`src/design/dcht_pkg.sv`:
```
// shared sizes and types for the duplicate command history table
// used by dcht_cell and duplicate_command_history_table; no dependencies
`default_nettype none

package dcht_pkg;

  localparam int TABLE_DEPTH   = 32;
  localparam int KEY_BYTES     = 8;
  localparam int SESSION_BYTES = 8;

  localparam int KEY_W = 8 * KEY_BYTES;
  localparam int SES_W = 8 * SESSION_BYTES;
  localparam int AMT_W = 32;
  localparam int IDX_W = (TABLE_DEPTH > 1) ? $clog2(TABLE_DEPTH) : 1;
  localparam int CNT_W = $clog2(TABLE_DEPTH + 1);

  localparam logic [1:0] OP_LOOKUP          = 2'd0;
  localparam logic [1:0] OP_REGISTER        = 2'd1;
  localparam logic [1:0] OP_REGISTER_RESULT = 2'd2;
  localparam logic [1:0] OP_CLEAR           = 2'd3;

  // search token walking down the row of cells
  typedef struct packed {
    logic             valid;
    logic             hit;
    logic [IDX_W-1:0] idx;
    logic             done;
    logic [AMT_W-1:0] amount;
    logic [SES_W-1:0] session;
    logic [KEY_W-1:0] key;
  } token_t;

  // write broadcast to every cell
  typedef struct packed {
    logic             clr;
    logic             we;
    logic [IDX_W-1:0] idx;
    logic [KEY_W-1:0] key;
    logic             done;
    logic [AMT_W-1:0] amount;
    logic [SES_W-1:0] session;
  } wr_t;

endpackage

`default_nettype wire

```
`src/design/dcht_cell.sv`:
```
// one table entry plus one stage of the search token chain
// depends on dcht_pkg
`default_nettype none

module dcht_cell (
  input  wire                          clk,
  input  wire                          rst_n,
  input  wire  [dcht_pkg::IDX_W-1:0]   cell_idx,
  input  wire  dcht_pkg::wr_t          wr,
  input  wire  dcht_pkg::token_t       tok_in,
  output dcht_pkg::token_t             tok_out
);
  import dcht_pkg::*;

  logic [KEY_W-1:0] key_r;
  logic             done_r;
  logic [AMT_W-1:0] amount_r;
  logic [SES_W-1:0] session_r;
  token_t           tok_r;
  token_t           tok_nxt;

  // entry storage, a zero key marks the slot empty
  always_ff @(posedge clk) begin
    if (!rst_n || wr.clr) begin
      key_r  <= '0;
      done_r <= 1'b0;
    end else if (wr.we && wr.idx == cell_idx) begin
      key_r     <= wr.key;
      done_r    <= wr.done;
      amount_r  <= wr.amount;
      session_r <= wr.session;
    end
  end

  // first matching cell stamps its entry into the token
  always_comb begin
    tok_nxt = tok_in;
    if (tok_in.valid && !tok_in.hit && key_r == tok_in.key) begin
      tok_nxt.hit     = 1'b1;
      tok_nxt.idx     = cell_idx;
      tok_nxt.done    = done_r;
      tok_nxt.amount  = amount_r;
      tok_nxt.session = session_r;
    end
  end

  always_ff @(posedge clk) begin
    if (!rst_n) begin
      tok_r <= '0;
    end else begin
      tok_r <= tok_nxt;
    end
  end

  assign tok_out = tok_r;

endmodule

`default_nettype wire
```
`config.mk`:
```
export PLATFORM = sky130hd
export DESIGN_NAME = dcht_cell
export DESIGN_NICKNAME = d
export VERILOG_FILES = /design/src/design/dcht_pkg.sv /design/src/design/dcht_cell.sv
export SDC_FILE = /design/constraint.sdc
export NUM_CORES = 1
export LEC_CHECK = 0
export BUFFER_PORTS_ARGS = -buffer_cell sky130_fd_sc_hd__buf_2
export CAP_MARGIN = 20
export CORE_AREA = 2 2 196 198
export CTS_BUF_LIST = sky130_fd_sc_hd__clkbuf_4
export DETAILED_ROUTE_END_ITERATION = 8
export DIE_AREA = 0 0 198 200
export PLACE_DENSITY_LB_ADDON = 0.15
export SYNTH_ARGS = -nofsm -noshare
export SYNTH_HDL_FRONTEND = slang
export SYNTH_SLANG_ARGS = --single-unit
```
`constraint.sdc`:
```
create_clock -name clk -period 11.89 [get_ports clk]
set_input_delay 1.7835 -clock clk [delete_from_list [all_inputs] [get_ports clk]]
set_output_delay 1.7835 -clock clk [all_outputs]
set_load 0.03 [all_outputs]
```
# Word level (Yosys, flattened, before mapping)
# Cells that the tools add are included.
classes:
  n_lt_le_gt_ge: 0
  n_shift: 0
  bitwise: 1
  div_mod_pow: 0
  addsub: 0
  reduce_logical: 7
  eq_ne: 2
  n_mul: 0
  mux: 1
op_table:
  columns: ["cell", "n"]
  rows:
  - ["103-bit two-way mux", 1]
  - ["64-bit equality test", 1]
  - ["5-bit equality test", 1]
  - ["1-bit logical AND", 3]
  - ["1-bit logical NOT", 2]
  - ["2-bit AND reduction", 1]
  - ["1-bit logical OR", 1]
  - ["1-bit inverter", 1]
totals:
  in_bits: 343
  ff_bits: 329
  latchBits: 0
  rom_bits: 0
  ramBits: 0
  wordCells: 22
  output_inout_bits: 168
  mem_count: 0

# Depth between registers and ports, before layout
depth:
  depth_word: 4
  mapped_depth: 9
  ltp_nobuf: 6

# Worst setup path after synthesis
# Ideal clock, no wire load.
synth_path:
  path_type: "input -> register"
  start: "input port cell_idx[1] (netlist name)"
  end: "register amount_r[0] (enable)"
  setup_slack_ns: 4.720
  setup_ns: 0.552
  path_buffers: 1
  stages: 5
  t_required_ns: 11.338
  t_arrival_ns: 6.618
  cell_sequence: "xor2_1 > nor4_1 > nand3_1 > clkbuf_1 > nor2_1"
synth_between:
  elab_chain_cells: 3
synth_rtl:
  columns: ["element", "line_no", "text"]
  rows:
  - ["from (decl)", "dcht_cell.sv:8", "input wire [dcht_pkg::IDX_W-1:0] cell_idx,"]
  - ["5-bit equality test", "dcht_cell.sv:27", "end else if (wr.we && wr.idx == cell_idx) begin"]
  - ["1-bit logical AND", "dcht_cell.sv:27", null]
  - ["2-bit AND reduction (no source line)", null, null]
  - ["to (signal assigned)", "dcht_cell.sv:30", "amount_r <= wr.amount;"]
  - ["to (decl)", "dcht_cell.sv:17", "logic [AMT_W-1:0] amount_r;"]
# No other way between the ends.
# A chain may end at the register's enable or synchronous reset.

# Worst setup path after layout
layout_path:
  start: "input port tok_in[32] (netlist name)"
  end: "register tok_r, in the netlist tok_out[76]"
layout_between:
  elab_chain_cells: 3
layout_rtl:
  columns: ["element", "line_no", "text"]
  rows:
  - ["from (decl)", "dcht_cell.sv:10", "input wire dcht_pkg::token_t tok_in,"]
  - ["64-bit equality test", "dcht_cell.sv:38", "if (tok_in.valid && !tok_in.hit && key_r == tok_in.key) begin"]
  - ["1-bit logical AND", "dcht_cell.sv:38", null]
  - ["103-bit two-way mux", "dcht_cell.sv:38", null]
  - ["to (signal assigned)", "dcht_cell.sv:51", "tok_r <= tok_nxt;"]
  - ["to (decl)", "dcht_cell.sv:19", "token_t tok_r;"]
# No other way between the ends.

==> out/metrics.csv <==
stage;metric;value;unit
cells_and_area;most frequent cells in the layout;buf_2 (510), dfxtp_1 (233), a21oi_1 (169);
logic_synthesis;Ys Warns;0;
global_route;GRT Total Usage;0.207;
cells_and_area;Final Non-Filler Cells;2220;
sta;Rel. slew slack;0.279;
placement;dpl cells;2039;
setup_path;r2r worst-path depth;7;
floorplan;chip width;198;um
pwr;Internal;1.86;mW
cts;post-CTS sizing;0;
routing;antenna-violating nets left;0;
run_status;status;finished, final reports clean;
logic_synthesis;Synth top area share;0.403;
routing;DR iter-0 viols;393;
worst_hold_path;type of the most critical hold path;reg2reg;
global_route;initial antenna violation count;23;
floorplan;Site Rows;71;
cells_and_area;fraction of layout cells with a size suffix above 1;0.402;
sta;Total Neg Setup Slack;0;ns
routing;DR DRC count;0;
sta;period utilization;0.321;
worst_hold_path;hold depth;2;
pwr;Pwr Density;158;nW/um2
cells_and_area;fillers;3858;
logic_synthesis;syn avg cell area;10.6;um2
sta;Fin. Hold Viols;0;
setup_path;crit path max fanout;63;
logic_synthesis;mapped cell area;11600;um2
cells_and_area;commonest non-fill, non-tap cell in the layout;buf_2;
global_route;first-pass GRT wire length;60.6;mm
cts;H-tree Lvls;3;
pwr;VDD IR-drop max;0.0971;mV
logic_synthesis;Netlist cell types;33;
placement;port buffer count;510;
cts;TritonCTS clock tree;yes;
sta;hold_ws;0.459;ns
placement;placer's final routability congestion estimate;0.791;
setup_path;Crit. End Element;flop;
global_route;largest net degree at the start of global routing;102;
run;Max Cap Viol;0;
cts;Hold-fix buffers, CTS;0;
floorplan;Initial Utilization;0.310;
pwr;clock power share;0.429;
sta;clock skew;0.0391;ns
floorplan;IO Count;511;
logic_synthesis;number of synthesized register bits;329;
cts;number of buffers created by CTS;90;
floorplan;die area;39600;um2
cts;Num Clock Sinks;329;
sta;Max Slew Vio Count;0;
global_route;vias in the first global route;10300;
logic_synthesis;post-synthesis sequential area ratio;0.651;
setup_path;crit start category;primary input;
pwr;NetSw;0.625;mW
placement;HPWL after DPL;29.8;mm
cts;Reg clk slew, reported paths;0.06;ns
sta;Slew @ Worst Pin;1.08;ns
routing;Vias per Instance;4.60;
logic_synthesis;Mapped Cells;1092;
cells_and_area;area delta synth->final;35.7;%
routing;wire length per cell;19.0;um
routing;drt pass-1 iters;4;
sta;Fmax achieved;262;MHz
sta;setup repair after global routing missed its margin;no;
routing;DRT Wirelength;42.1;mm
cts;Clock Tree Root;clkbuf_4;
cells_and_area;final core utilization;0.420;
cts;Worst-Skew Late Latency;0.78;ns
logic_synthesis;area leader, netlist;dfxtp_1;
floorplan;Die Y;200;um
sta;final setup vio count;0;
pwr;Combinational Power Share;0.089;
floorplan;Core Region;37400;um2
setup_path;WP data arrival;4.48;ns
pwr;Flop pwr share;0.481;
sta;Period minus WS final;3.82;ns
setup_path;CP Class;in2reg;
logic_synthesis;top area cells in the synthesized netlist;dfxtp_1 (40%), edfxtp_1 (25%), a21oi_1 (7.3%);
cts;Post-CTS Setup Repair Bufs;0;
pwr;Pwr Total;2.48;mW
logic_synthesis;Post-Syn Nets;1435;
setup_path;WP data required;12.55;ns
pwr;switching share of power;0.252;
routing;Vias;10200;
pwr;leakage;6.49;nW
cells_and_area;Final Net Count;1964;
cts;CTS max path bufs;3;
global_route;total gr overflow;0;
setup_path;register-to-register setup slack;8.91;ns
[path summary, 6_finish.rpt]
| path | start | to |
|---|---|---|
| worst max-delay path | tok_in[32] | tok_out[76] |
| worst max register to register | key_r[32] | tok_out[76] |
| worst min register to register | done_r | done_r |
| worst min-delay path | done_r | done_r |
[worst max-delay path: stages]
cell,delay (ns)
buf_2,0.13
xnor2_1,0.29
nand4_1,0.21
nor4_2,0.33
and4b_4,0.65
buf_4,0.68
nand3_1,0.15
a21oi_1,0.17
[layer usage]
metal	up-vias	GRT usage	wire, um
li1	4904	-	-
met1	4788	0.228	16100
met2	445	0.362	21300
met3	71	0.0778	3620
met4	14	0.0838	1000
met5	-	0	89
[sequential cells by signal (all words and copies together) (netlist names)]
name,count
done_r,1
session_r,64
amount_r,32
tok_out,168
key_r,64
[per-stage QoR]
| step | cell area, um2 | setup slack (ns) |
|---|---|---|
| after global placement | 14400 | 7.14 |
| after global routing | 15700 | 7.94 |
| final | 15700 | 8.07 |
| after CTS | 15700 | 7.94 |
| after floorplan | 11600 | 4.72 |
| after detailed placement | 14400 | 7.11 |
[cell families after synthesis]
family	synth area share
flip-flops	0.651
AO/OA/AOI/OAI	0.121
buffers and inverters	0.0424
AND/OR/NAND/NOR	0.139
XOR/XNOR	0.0461
[power by group through the flow]
stage	registers [mW]	logic, mW	clock network (mW)
CTS	1.20	0.226	1.10
floorplan	1.28	0.0483	0
finish	1.20	0.222	1.07
global route	1.20	0.240	1.17
detailed placement	1.22	0.225	0
global placement	1.22	0.224	0
[cell usage after synthesis]
cell,count
nor3_1,1
a22oi_1,1
nand3_1,104
and4_1,2
nand2b_1,2
nand4b_1,1
inv_1,7
nand4_1,11
inv_2,1
buf_2,14
o21ai_0,44
nand3b_1,1
nor4_2,1
nor4_1,5
clkbuf_1,53
buf_4,9
and4b_1,1
dfxtp_1,233
buf_8,8
o21ai_1,58
xnor2_1,44
a222oi_1,1
o2bb2ai_1,1
xor2_1,17
nor2_1,10
clkbuf_2,1
a21oi_1,169
nor2b_1,1
and2_1,60
and3_1,1
o22ai_1,3
edfxtp_1,96
nand2_1,131
[final cells by class]
cell class | count | area (um2) | area share
multi-input cells | 670 | 3580 | 0.228
diodes | 14 | 35.0 | 0.00223
repair buffers | 522 | 2660 | 0.169
clock inverters | 23 | 153 | 0.00971
well taps | 511 | 639 | 0.0407
clock buffers | 143 | 1070 | 0.0683
inverters | 8 | 32.5 | 0.00207
flip-flops and latches | 329 | 7550 | 0.480
Power figures use the tool's default switching activity.
